`src/rtl/pds_pkg.sv`:
```
// Shared constants for the PLL divider solver.
package pds_pkg;

  // VCO lower limit in Hz; also the upper clamp of a request
  localparam logic [31:0] VCO_MIN_HZ  = 32'd2133000000;
  localparam logic [31:0] RATE_MAX_HZ = VCO_MIN_HZ;
  // Lower clamp: VCO minimum over 64
  localparam logic [31:0] RATE_MIN_HZ = VCO_MIN_HZ / 32'd64;

  // Largest post-divider exponent
  localparam logic [2:0] EXP_MAX = 3'd6;

  // Reference frequency after reset
  localparam logic [29:0] REF_RESET = 30'd33333333;

  // Largest feedback code the register field holds
  localparam logic [7:0] CODE_MAX = 8'd255;

endpackage

```
`src/rtl/pds_if.sv`:
```
// Channel interfaces of the PLL divider solver (request, result, config).

interface pds_in_if;
  logic        valid;
  logic        ready;
  logic [31:0] target_rate;

  modport source (output valid, output target_rate, input ready);
  modport sink   (input valid, input target_rate, output ready);
endinterface

interface pds_out_if;
  logic        valid;
  logic        ready;
  logic [2:0]  post_div_exp;
  logic [7:0]  feedback_div;
  logic [36:0] achieved_rate;
  logic        div_saturated;

  modport source (output valid, output post_div_exp, output feedback_div,
                  output achieved_rate, output div_saturated, input ready);
  modport sink   (input valid, input post_div_exp, input feedback_div,
                  input achieved_rate, input div_saturated, output ready);
endinterface

interface pds_cfg_if;
  logic        valid;
  logic        ready;
  logic [29:0] reference_freq;

  modport source (output valid, output reference_freq, input ready);
  modport sink   (input valid, input reference_freq, output ready);
endinterface

```
`src/rtl/pll_divider_solver_core.sv`:
```
// PLL divider solver: pipelined top level.
//
// Usage:
//   in_chan   - one requested output frequency (Hz) per transaction.
//   out_chan  - one result per request, in order: post-divider exponent,
//               feedback code, achieved frequency and a saturation flag.
//   cfg_chan  - writes the reference frequency (Hz); always ready. Write it
//               only while no request is in flight.
// A new request is taken every cycle and throughput is one result per
// cycle while the receiver is ready to take results.
// The feedback quotient comes from a restoring divider unrolled across
// three stages of three quotient bits each, after a clamp/exponent stage
// and a numerator stage; a multiply stage and a shift stage follow.
// Reset clears all stage valid bits and loads the reference with
// 33333333 Hz. When the receiver stalls, each stage holds its transaction
// and accepts a new one only once its successor frees up, so bubbles
// are squeezed out and the input keeps flowing until the pipe is full.
module pll_divider_solver_core (
  input  logic                 clk,
  input  logic                 rst_n,
  pds_in_if.sink               in_chan,
  pds_out_if.source            out_chan,
  pds_cfg_if.sink              cfg_chan
);

  typedef struct packed {
    logic [32:0] rem;
    logic [2:0]  q;
  } div_part_t;

  // Three restoring division steps, quotient bits top..top-2
  function automatic div_part_t div3(input logic [32:0] rem_in,
                                     input logic [29:0] d,
                                     input logic [3:0]  top);
    div_part_t   res;
    logic [38:0] r;
    logic [38:0] dk;
    r   = {6'd0, rem_in};
    res = '0;
    for (int i = 0; i < 3; i++) begin
      dk = {9'd0, d} << (top - 4'(i));
      if (r >= dk) begin
        r = r - dk;
        res.q[2 - i] = 1'b1;
      end
    end
    res.rem = r[32:0];
    return res;
  endfunction

  // Configuration: reference and its 257x multiple for the saturation test
  logic [29:0] ref_r;
  logic [38:0] ref257_r;

  assign cfg_chan.ready = 1'b1;

  always_ff @(posedge clk) begin
    if (!rst_n) begin
      ref_r    <= pds_pkg::REF_RESET;
      ref257_r <= {1'b0, pds_pkg::REF_RESET, 8'd0} + {9'd0, pds_pkg::REF_RESET};
    end else if (cfg_chan.valid) begin
      ref_r    <= cfg_chan.reference_freq;
      ref257_r <= {1'b0, cfg_chan.reference_freq, 8'd0} +
                  {9'd0, cfg_chan.reference_freq};
    end
  end

  // Stage valid bits and advance enables
  logic s1_vld_r, s2_vld_r, s3_vld_r, s4_vld_r, s5_vld_r, s6_vld_r, s7_vld_r;
  logic en1, en2, en3, en4, en5, en6, en7;

  assign en7 = !s7_vld_r || out_chan.ready;
  assign en6 = !s6_vld_r || en7;
  assign en5 = !s5_vld_r || en6;
  assign en4 = !s4_vld_r || en5;
  assign en3 = !s3_vld_r || en4;
  assign en2 = !s2_vld_r || en3;
  assign en1 = !s1_vld_r || en2;

  assign in_chan.ready = en1;

  always_ff @(posedge clk) begin
    if (!rst_n) begin
      s1_vld_r <= 1'b0;
      s2_vld_r <= 1'b0;
      s3_vld_r <= 1'b0;
      s4_vld_r <= 1'b0;
      s5_vld_r <= 1'b0;
      s6_vld_r <= 1'b0;
      s7_vld_r <= 1'b0;
    end else begin
      if (en1) s1_vld_r <= in_chan.valid;
      if (en2) s2_vld_r <= s1_vld_r;
      if (en3) s3_vld_r <= s2_vld_r;
      if (en4) s4_vld_r <= s3_vld_r;
      if (en5) s5_vld_r <= s4_vld_r;
      if (en6) s6_vld_r <= s5_vld_r;
      if (en7) s7_vld_r <= s6_vld_r;
    end
  end

  // Stage 1: clamp request, pick smallest exponent reaching VCO minimum
  logic [31:0] s1_rate_nxt, s1_rate_r;
  logic [2:0]  s1_exp_nxt, s1_exp_r;

  always_comb begin
    if (in_chan.target_rate < pds_pkg::RATE_MIN_HZ) begin
      s1_rate_nxt = pds_pkg::RATE_MIN_HZ;
    end else if (in_chan.target_rate > pds_pkg::RATE_MAX_HZ) begin
      s1_rate_nxt = pds_pkg::RATE_MAX_HZ;
    end else begin
      s1_rate_nxt = in_chan.target_rate;
    end
    s1_exp_nxt = pds_pkg::EXP_MAX;
    for (int k = 6; k >= 1; k--) begin
      if (({6'd0, s1_rate_nxt} << k) >= {6'd0, pds_pkg::VCO_MIN_HZ}) begin
        s1_exp_nxt = 3'(k);
      end
    end
  end

  always_ff @(posedge clk) begin
    if (en1) begin
      s1_rate_r <= s1_rate_nxt;
      s1_exp_r  <= s1_exp_nxt;
    end
  end

  // Stage 2: VCO frequency plus half the reference
  logic [32:0] s2_num_nxt, s2_num_r;
  logic [2:0]  s2_exp_r;

  assign s2_num_nxt = 33'({6'd0, s1_rate_r} << s1_exp_r) + 33'(ref_r >> 1);

  always_ff @(posedge clk) begin
    if (en2) begin
      s2_num_r <= s2_num_nxt;
      s2_exp_r <= s1_exp_r;
    end
  end

  // Stage 3: saturation test and quotient bits 8..6
  div_part_t   s3_div_nxt;
  logic        s3_sat_nxt;
  logic [32:0] s3_rem_r;
  logic [8:0]  s3_q_r;
  logic        s3_sat_r;
  logic [2:0]  s3_exp_r;

  assign s3_div_nxt = div3(s2_num_r, ref_r, 4'd8);
  assign s3_sat_nxt = {6'd0, s2_num_r} >= ref257_r;

  always_ff @(posedge clk) begin
    if (en3) begin
      s3_rem_r <= s3_div_nxt.rem;
      s3_q_r   <= {s3_div_nxt.q, 6'd0};
      s3_sat_r <= s3_sat_nxt;
      s3_exp_r <= s2_exp_r;
    end
  end

  // Stage 4: quotient bits 5..3
  div_part_t   s4_div_nxt;
  logic [32:0] s4_rem_r;
  logic [8:0]  s4_q_r;
  logic        s4_sat_r;
  logic [2:0]  s4_exp_r;

  assign s4_div_nxt = div3(s3_rem_r, ref_r, 4'd5);

  always_ff @(posedge clk) begin
    if (en4) begin
      s4_rem_r <= s4_div_nxt.rem;
      s4_q_r   <= {s3_q_r[8:6], s4_div_nxt.q, 3'd0};
      s4_sat_r <= s3_sat_r;
      s4_exp_r <= s3_exp_r;
    end
  end

  // Stage 5: quotient bits 2..0, then feedback code
  div_part_t  s5_div_nxt;
  logic [8:0] s5_quot;
  logic [7:0] s5_code_nxt, s5_code_r;
  logic       s5_sat_r;
  logic [2:0] s5_exp_r;

  assign s5_div_nxt = div3(s4_rem_r, ref_r, 4'd2);
  assign s5_quot    = {s4_q_r[8:3], s5_div_nxt.q};

  always_comb begin
    if (s4_sat_r) begin
      s5_code_nxt = pds_pkg::CODE_MAX;
    end else if (s5_quot == 9'd0) begin
      s5_code_nxt = 8'd0;
    end else begin
      s5_code_nxt = 8'(s5_quot - 9'd1);
    end
  end

  always_ff @(posedge clk) begin
    if (en5) begin
      s5_code_r <= s5_code_nxt;
      s5_sat_r  <= s4_sat_r;
      s5_exp_r  <= s4_exp_r;
    end
  end

  // Stage 6: VCO actually produced, reference times (code + 1)
  logic [38:0] s6_prod_nxt, s6_prod_r;
  logic [7:0]  s6_code_r;
  logic        s6_sat_r;
  logic [2:0]  s6_exp_r;

  assign s6_prod_nxt = {9'd0, ref_r} * {30'd0, {1'b0, s5_code_r} + 9'd1};

  always_ff @(posedge clk) begin
    if (en6) begin
      s6_prod_r <= s6_prod_nxt;
      s6_code_r <= s5_code_r;
      s6_sat_r  <= s5_sat_r;
      s6_exp_r  <= s5_exp_r;
    end
  end

  // Stage 7: post-divider shift into the output register
  logic [36:0] s7_rate_nxt, s7_rate_r;
  logic [7:0]  s7_code_r;
  logic        s7_sat_r;
  logic [2:0]  s7_exp_r;

  assign s7_rate_nxt = 37'(s6_prod_r >> s6_exp_r);

  always_ff @(posedge clk) begin
    if (en7) begin
      s7_rate_r <= s7_rate_nxt;
      s7_code_r <= s6_code_r;
      s7_sat_r  <= s6_sat_r;
      s7_exp_r  <= s6_exp_r;
    end
  end

  assign out_chan.valid         = s7_vld_r;
  assign out_chan.post_div_exp  = s7_exp_r;
  assign out_chan.feedback_div  = s7_code_r;
  assign out_chan.achieved_rate = s7_rate_r;
  assign out_chan.div_saturated = s7_sat_r;

endmodule
```
`src/flat_wrapper.sv`:
```
// flat-port wrapper written by rule: the top's interface ports become plain ports
module pll_divider_solver_core_flat 
  (clk, rst_n, in_chan_valid, in_chan_target_rate, in_chan_ready, out_chan_valid, out_chan_post_div_exp, out_chan_feedback_div, out_chan_achieved_rate, out_chan_div_saturated, out_chan_ready, cfg_chan_valid, cfg_chan_reference_freq, cfg_chan_ready);
  pds_in_if in_chan_i ();
  pds_out_if out_chan_i ();
  pds_cfg_if cfg_chan_i ();
  input  logic clk;
  input  logic rst_n;
  input wire logic [$bits(in_chan_i.valid)-1:0] in_chan_valid;
  input wire logic [$bits(in_chan_i.target_rate)-1:0] in_chan_target_rate;
  output wire logic [$bits(in_chan_i.ready)-1:0] in_chan_ready;
  output wire logic [$bits(out_chan_i.valid)-1:0] out_chan_valid;
  output wire logic [$bits(out_chan_i.post_div_exp)-1:0] out_chan_post_div_exp;
  output wire logic [$bits(out_chan_i.feedback_div)-1:0] out_chan_feedback_div;
  output wire logic [$bits(out_chan_i.achieved_rate)-1:0] out_chan_achieved_rate;
  output wire logic [$bits(out_chan_i.div_saturated)-1:0] out_chan_div_saturated;
  input wire logic [$bits(out_chan_i.ready)-1:0] out_chan_ready;
  input wire logic [$bits(cfg_chan_i.valid)-1:0] cfg_chan_valid;
  input wire logic [$bits(cfg_chan_i.reference_freq)-1:0] cfg_chan_reference_freq;
  output wire logic [$bits(cfg_chan_i.ready)-1:0] cfg_chan_ready;
  assign in_chan_i.valid = in_chan_valid;
  assign in_chan_i.target_rate = in_chan_target_rate;
  assign in_chan_ready = in_chan_i.ready;
  assign out_chan_valid = out_chan_i.valid;
  assign out_chan_post_div_exp = out_chan_i.post_div_exp;
  assign out_chan_feedback_div = out_chan_i.feedback_div;
  assign out_chan_achieved_rate = out_chan_i.achieved_rate;
  assign out_chan_div_saturated = out_chan_i.div_saturated;
  assign out_chan_i.ready = out_chan_ready;
  assign cfg_chan_i.valid = cfg_chan_valid;
  assign cfg_chan_i.reference_freq = cfg_chan_reference_freq;
  assign cfg_chan_ready = cfg_chan_i.ready;
  pll_divider_solver_core u_core (.clk(clk), .rst_n(rst_n), .in_chan(in_chan_i), .out_chan(out_chan_i), .cfg_chan(cfg_chan_i));
endmodule
```
`config.mk`:
```
export PLATFORM = sky130hd
export DESIGN_NAME = pll_divider_solver_core_flat
export DESIGN_NICKNAME = d
export VERILOG_FILES = /design/src/rtl/pds_pkg.sv /design/src/rtl/pds_if.sv /design/src/rtl/pll_divider_solver_core.sv /design/src/flat_wrapper.sv
export SDC_FILE = /design/constraint.sdc
export NUM_CORES = 2
export LEC_CHECK = 0
export ABC_AREA = 1
export BUFFER_PORTS_ARGS = -buffer_cell sky130_fd_sc_hd__buf_2
export CAP_MARGIN = 20
export CORE_MARGIN = 2
export CORE_UTILIZATION = 50
export CTS_BUF_LIST = sky130_fd_sc_hd__clkbuf_8
export CTS_CLUSTER_DIAMETER = 200
export DETAILED_ROUTE_END_ITERATION = 16
export PLACE_DENSITY = 0.66
export SYNTH_ARGS = -nofsm -noshare
export SYNTH_HDL_FRONTEND = slang
export SYNTH_SLANG_ARGS = --single-unit
```
`constraint.sdc`:
```
create_clock -name clk -period 23.1 [get_ports clk]
set_input_delay 4.62 -clock clk [delete_from_list [all_inputs] [get_ports clk]]
set_output_delay 4.62 -clock clk [all_outputs]
set_load 0.02 [all_outputs]
```
== Word-level counts from Yosys, hierarchy flattened ==
Cells that the tools add are included.

* Word-level logic and storage cells: 105
* Input bits: 67
* Flip-flop bits (word level): 342

* Muxes and demuxes: 24
* Multiply operators: 1
* Reduce and logical (&&, ||, !) cells: 16
* $lt $le $gt $ge: 17
* Shift-type cells: 2
* Add/sub/neg operators: 12

{| class="wikitable"
|+ Operators by type and width
! operator !! number
|-
| 2-to-1 mux 39 bit || 6
|-
| 2-to-1 mux 33 bit || 2
|-
| subtractor 33 bit || 2
|-
| 2-to-1 mux 32 bit || 2
|-
| adder 38 x 30 -> 39 bit || 1
|-
| greater-or-equal comparator 33 x 39 -> 1 bit || 1
|-
| greater-or-equal comparator 39 x 30 -> 1 bit || 1
|-
| greater-or-equal comparator 39 x 31 -> 1 bit || 1
|-
| greater-or-equal comparator 39 x 33 -> 1 bit || 1
|-
| greater-or-equal comparator 39 x 34 -> 1 bit || 1
|-
| greater-or-equal comparator 39 x 36 -> 1 bit || 1
|-
| greater-or-equal comparator 39 x 37 -> 1 bit || 1
|-
| multiplier 30 x 9 -> 39 bit || 1
|-
| right shift 39 x 3 -> 37 bit || 1
|-
| subtractor 33 x 38 -> 39 bit || 1
|-
| subtractor 39 x 31 -> 39 bit || 1
|-
| subtractor 39 x 34 -> 39 bit || 1
|-
| subtractor 39 x 37 -> 39 bit || 1
|-
| greater-or-equal comparator 33 x 38 -> 1 bit || 1
|-
| greater-or-equal comparator 37 x 31 -> 1 bit, second input constant || 1
|-
| greater-or-equal comparator 36 x 31 -> 1 bit, second input constant || 1
|-
| subtractor 33 x 35 -> 36 bit || 1
|-
| greater-or-equal comparator 33 x 35 -> 1 bit || 1
|-
| greater-or-equal comparator 35 x 31 -> 1 bit, second input constant || 1
|-
| 17 further kinds || 40
|}

== Logic depth before layout (Yosys ltp) ==
* Word-level depth: 8
* Mapped depth: 58
* Mapped depth without buffers: 57

== Least setup slack after synthesis ==
No wires, ideal clock.

* Path kind: input-to-output
* Start: input port out_chan_ready
* End: output port in_chan_ready
* Data required time: 18.480 ns
* Buffers on the path: 0
* Data arrival time: 10.220 ns
* Stages: 12
* Setup slack: 8.260 ns
* Cells stage by stage: nor2_1 -> inv_1 -> nor2_1 -> inv_1 -> nor2_1 -> inv_1 -> nor2_1 -> inv_1 -> nor2_1 -> inv_1 -> nor2_1 -> nand2_1

* Word-level cells in the longest chain between the ends: 7

{| class="wikitable"
|+ RTL lines
! item !! line !! source
|-
| start, declared || flat_wrapper.sv:17 || <nowiki>input wire logic [$bits(out_chan_i.ready)-1:0] out_chan_ready;</nowiki>
|-
| logical OR 1 bit || pll_divider_solver_core.sv:72 || <nowiki>assign en7 = !s7_vld_r || out_chan.ready;</nowiki>
|-
| via u_core.en7 || pll_divider_solver_core.sv:70 || <nowiki>logic en1, en2, en3, en4, en5, en6, en7;</nowiki>
|-
| logical OR 1 bit || pll_divider_solver_core.sv:73 || <nowiki>assign en6 = !s6_vld_r || en7;</nowiki>
|-
| via u_core.en6 || pll_divider_solver_core.sv:70 ||
|-
| logical OR 1 bit || pll_divider_solver_core.sv:74 || <nowiki>assign en5 = !s5_vld_r || en6;</nowiki>
|-
| via u_core.en5 || pll_divider_solver_core.sv:70 ||
|-
| logical OR 1 bit || pll_divider_solver_core.sv:75 || <nowiki>assign en4 = !s4_vld_r || en5;</nowiki>
|-
| via u_core.en4 || pll_divider_solver_core.sv:70 ||
|-
| logical OR 1 bit || pll_divider_solver_core.sv:76 || <nowiki>assign en3 = !s3_vld_r || en4;</nowiki>
|-
| via u_core.en3 || pll_divider_solver_core.sv:70 ||
|-
| logical OR 1 bit || pll_divider_solver_core.sv:77 || <nowiki>assign en2 = !s2_vld_r || en3;</nowiki>
|-
| logical OR 1 bit || pll_divider_solver_core.sv:78 || <nowiki>assign en1 = !s1_vld_r || en2;</nowiki>
|-
| end, declared || flat_wrapper.sv:11 || <nowiki>output wire logic [$bits(in_chan_i.ready)-1:0] in_chan_ready;</nowiki>
|}

The timed path passes the listed nets, and every way through them passes these cells.

== Worst setup path after layout ==
Ends and elaborated chain as after synthesis.

==> results_tabular.tex <==
\begin{tabular}{lr}
\hline
Metric & Value \\
\hline
\multicolumn{2}{l}{\textbf{Status}} \\
Result of the run & completed \\
\multicolumn{2}{l}{\textbf{CTS}} \\
Clock latency on the worst-skew pair & around 0.68 ns \\
Number of buffers created by CTS & 57 \\
Clock sinks & about 330 \\
CTS tree & built \\
Clock tree buffer depth & 3 \\
Count of hold buffers inserted by post-cts repair & 0 \\
Clock-pin slew reported for the worst setup and hold paths after clock tree synthesis & about 0.06 ns \\
Max H-tree Level & 2 \\
Clock root cell & clkbuf\_8 \\
Post CTS Setup Buffer Count & 0 \\
Resized Gates After CTS & 0 \\
\multicolumn{2}{l}{\textbf{Floorplanning}} \\
Count of standard-cell rows & around 100 \\
Die boundary height & 290 µm \\
Full die area & 84,200 µm² \\
Effective utilization at floorplan & roughly 51\% \\
Area of the core region & about 81,000 µm² \\
IO Pins & $\sim$120 \\
Width of the chip & approximately 290 µm \\
\multicolumn{2}{l}{\textbf{Timing}} \\
Final hold viol count & 0 \\
Final setup fails & 0 \\
Worst rel slew slack & a little over a quarter \\
Final-layout worst hold slack & 0.417 ns \\
Period utilization & a little under three fifths \\
Max-slew violation count & 0 \\
Unrepaired setup endpoints after global routing & no \\
Post-route setup slack & about 10 ns \\
Highest Clock Rate & 0.0779 GHz \\
Min Clock Period, post-route & $\sim$13 ns \\
Final setup skew & between 0.03 and 0.04 ns \\
Total Neg Setup Slack & 0 ns \\
Transition time at the pin with the least slew margin & roughly 1.1 ns \\
\multicolumn{2}{l}{\textbf{Yosys}} \\
Post-Synthesis Cells & around 5,700 \\
Flip-flop cell with the highest count after synthesis & edfxtp\_1 \\
Cell area after synthesis & roughly 40,000 µm² \\
Share of synthesized area occupied by flip-flops and latches & a little under a quarter \\
Post-synth net total & $\sim$6,300 \\
Count of state elements after synthesis & between 300 and 400 \\
Share of flip-flops with an asynchronous set or reset & 0\% \\
Number of enable flip-flop cells after synthesis & around 270 \\
Cell variety after synth & slightly above 60 \\
Mean instance size in the synthesized netlist & 7.23 µm² \\
Yosys Warn Count & 0 \\
\multicolumn{2}{l}{\textbf{Critical path}} \\
Kind of cell with the highest combined delay on the critical path & buffers and inverters \\
Most frequent cell on the critical path & nor2\_1 \\
Number of buffer and inverter stages on the critical path & 10 \\
Worst Setup End Kind & output pin \\
Crit path arrival time & 8.22 ns \\
Cell with the biggest individual delay on the critical path & inv\_2 \\
Startpoint-to-endpoint class of the critical path & input port to output pin \\
CP max stage delay & about 0.67 ns \\
Peak fanout along the critical path & between 50 and 60 \\
Ordered cell list for the critical path & buf\_2 > nor2\_1 > inv\_2 > buf\_4 > nor2\_1 > inv\_2 > nor2\_1 > inv\_1 > nor2\_1 > inv\_2 > nor2\_1 > clkinv\_1 > buf\_4 > nor2\_1 > nand2\_1 > buf\_4 > buf\_2 \\
Data required time at the worst endpoint & 18.48 ns \\
Startpoint Class & input port \\
\multicolumn{2}{l}{\textbf{Global route}} \\
Busiest layer in global routing & met2 \\
Largest net degree at the start of global routing & between 60 and 70 \\
Global Route met3 Usage & under 10\% \\
Met2 track demand over resource & approximately half \\
Met1 layer usage reported by global route & 41.6\% \\
Wire length of the first global-routing pass & roughly 200 mm \\
Overall track demand over capacity in global routing & a little under a third \\
Via count of the first global-routing pass & about 37,000 \\
Number of antenna violations at the first check in global routing & 3 \\
GRT overflow & 0 \\
\multicolumn{2}{l}{\textbf{Place}} \\
Number of cells after detailed placement & roughly 6,800 \\
I/O Buffers & 117 \\
Placement Setup Slack & 10.21 ns \\
Gp weighted congestion & approximately 0.97 \\
HPWL Detailed & between 100 and 150 mm \\
\multicolumn{2}{l}{\textbf{Route}} \\
Antenna viol nets, final & 0 \\
Post-detailed-route DRC marker count & 0 \\
Vias per Instance & around 5.7 \\
Final wirelength & about 130 mm \\
Average wire length per cell after detail routing & about 19 µm \\
Iteration-0 DRC count of the detailed router & approximately 3,100 \\
Via total after detailed routing & around 39,000 \\
Drt first pass iters & 6 \\
\multicolumn{2}{l}{\textbf{Finish}} \\
Filler cell count & around 8,000 \\
\# nets final & between 6,000 and 7,000 \\
Fraction of final layout cells with drive strength greater than 1 & under 10\% \\
Layout area overhead & 7.04\% \\
Final cell count without fillers & between 6,000 and 7,000 \\
\multicolumn{2}{l}{\textbf{Run}} \\
Maxcap violations & 0 \\
\multicolumn{2}{l}{\textbf{Worst hold path}} \\
Class of the most critical hold timing path & flip-flop to flip-flop \\
\hline
\end{tabular}
metal layers:
metal  share of wire [%]  up-vias
met5              0.0092        -
met4                 4.0        2
met3                 7.3      254
met2                  45     1356
met1                  44    18200
li1                    -    19200
through the flow:
stage               instance area [µm²]  utilization [%]
floorplan                         40900                -
global placement                  42700             52.8
detailed placement                42700             52.8
CTS                               43800             54.2
global route                      43800             54.2
finish                            43800             54.2
layout by cell type (no fill, tap or decap), types with 25 or more instances in the layout:
cell,n
a21oi_1,474
a31oi_1,32
buf_2,117
buf_4,57
clkbuf_8,67
dfxtp_1,68
edfxtp_1,266
fa_1,207
ha_1,409
inv_1,719
nand2_1,1436
nand3_1,287
nand4_1,73
nor2_1,434
nor3_1,70
nor4_1,25
o21a_1,31
o21ai_0,456
o21bai_1,27
xnor2_1,129
xor2_1,148
cell families (layout without fill, tap and decap cells):
kind of cell / Yosys count / in the layout / synth area share, %
other: 2 / 5 / 0.0183
AND/OR/NAND/NOR: 2384 / 2384 / 24.1
XOR/XNOR: 277 / 277 / 5.92
adder cells (fa/ha/maj): 616 / 616 / 22.6
AO/OA/AOI/OAI: 1184 / 1184 / 16.1
flip-flops: 334 / 334 / 22.8
multiplexers: 11 / 11 / 0.269
buffers and inverters: 855 / 997 / 8.10
final timing paths:
| check | endpoint | cells past startpoint | start | slack [ns] |
|---|---|---|---|---|
| max | in_chan_ready | 17 | out_chan_ready | 10.26 |
| max reg2reg | u_core.s3_rem_r[30]$_DFFE_PP_ | 41 | u_core.ref_r[23]$_SDFFE_PN1P_ | 12.70 |
| min | u_core.out_chan.feedback_div[3]$_DFFE_PP_ | 0 | u_core.s6_code_r[3]$_DFFE_PP_ | 0.42 |
| min reg2reg | u_core.out_chan.feedback_div[3]$_DFFE_PP_ | 0 | u_core.s6_code_r[3]$_DFFE_PP_ | 0.42 |
state kept, by name, indices dropped and copies added (netlist names), 3 cells and up:
name / flops
u_core.out_chan.achieved_rate: 37
u_core.out_chan.feedback_div: 8
u_core.out_chan.post_div_exp: 3
u_core.ref257_r: 39
u_core.ref_r: 22
u_core.s1_exp_r: 3
u_core.s1_rate_r: 32
u_core.s2_exp_r: 3
u_core.s2_num_r: 33
u_core.s3_exp_r: 3
u_core.s3_q_r: 3
u_core.s3_rem_r: 33
u_core.s4_exp_r: 3
u_core.s4_q_r: 6
u_core.s4_rem_r: 33
u_core.s5_code_r: 8
u_core.s5_exp_r: 3
u_core.s6_code_r: 8
u_core.s6_exp_r: 3
u_core.s6_prod_r: 39
cells in the mapped netlist (all sizes together) (32+ instances only):
library cell,instances,area (µm²)
a21oi,498,2590
a31oi,32,200
buf,42,265
clkbuf,97,364
dfxtp,68,1360
edfxtp,266,7990
fa,207,4140
ha,409,5120
inv,710,2670
nand2,1449,5500
nand3,290,1480
nand4,73,457
nor2,438,1650
nor3,70,350
o21ai,480,2420
xnor2,129,1130
xor2,148,1300
cell type report:
cell class / instances / area (µm²) / share of cell area, %
clock inverter: 40 / 241 / 0.551
inverter: 716 / 2690 / 6.13
timing repair buffer: 174 / 1010 / 2.31
multi-input combinational: 4474 / 28300 / 64.5
antenna: 3 / 7.51 / 0.0171
sequential: 334 / 9350 / 21.3
tap: 1060 / 1330 / 3.03
clock buffer: 67 / 922 / 2.10
Power is left out: the tool's default activity adds up to more than one toggle a clock period on the data nets, which glitch-free logic cannot reach.
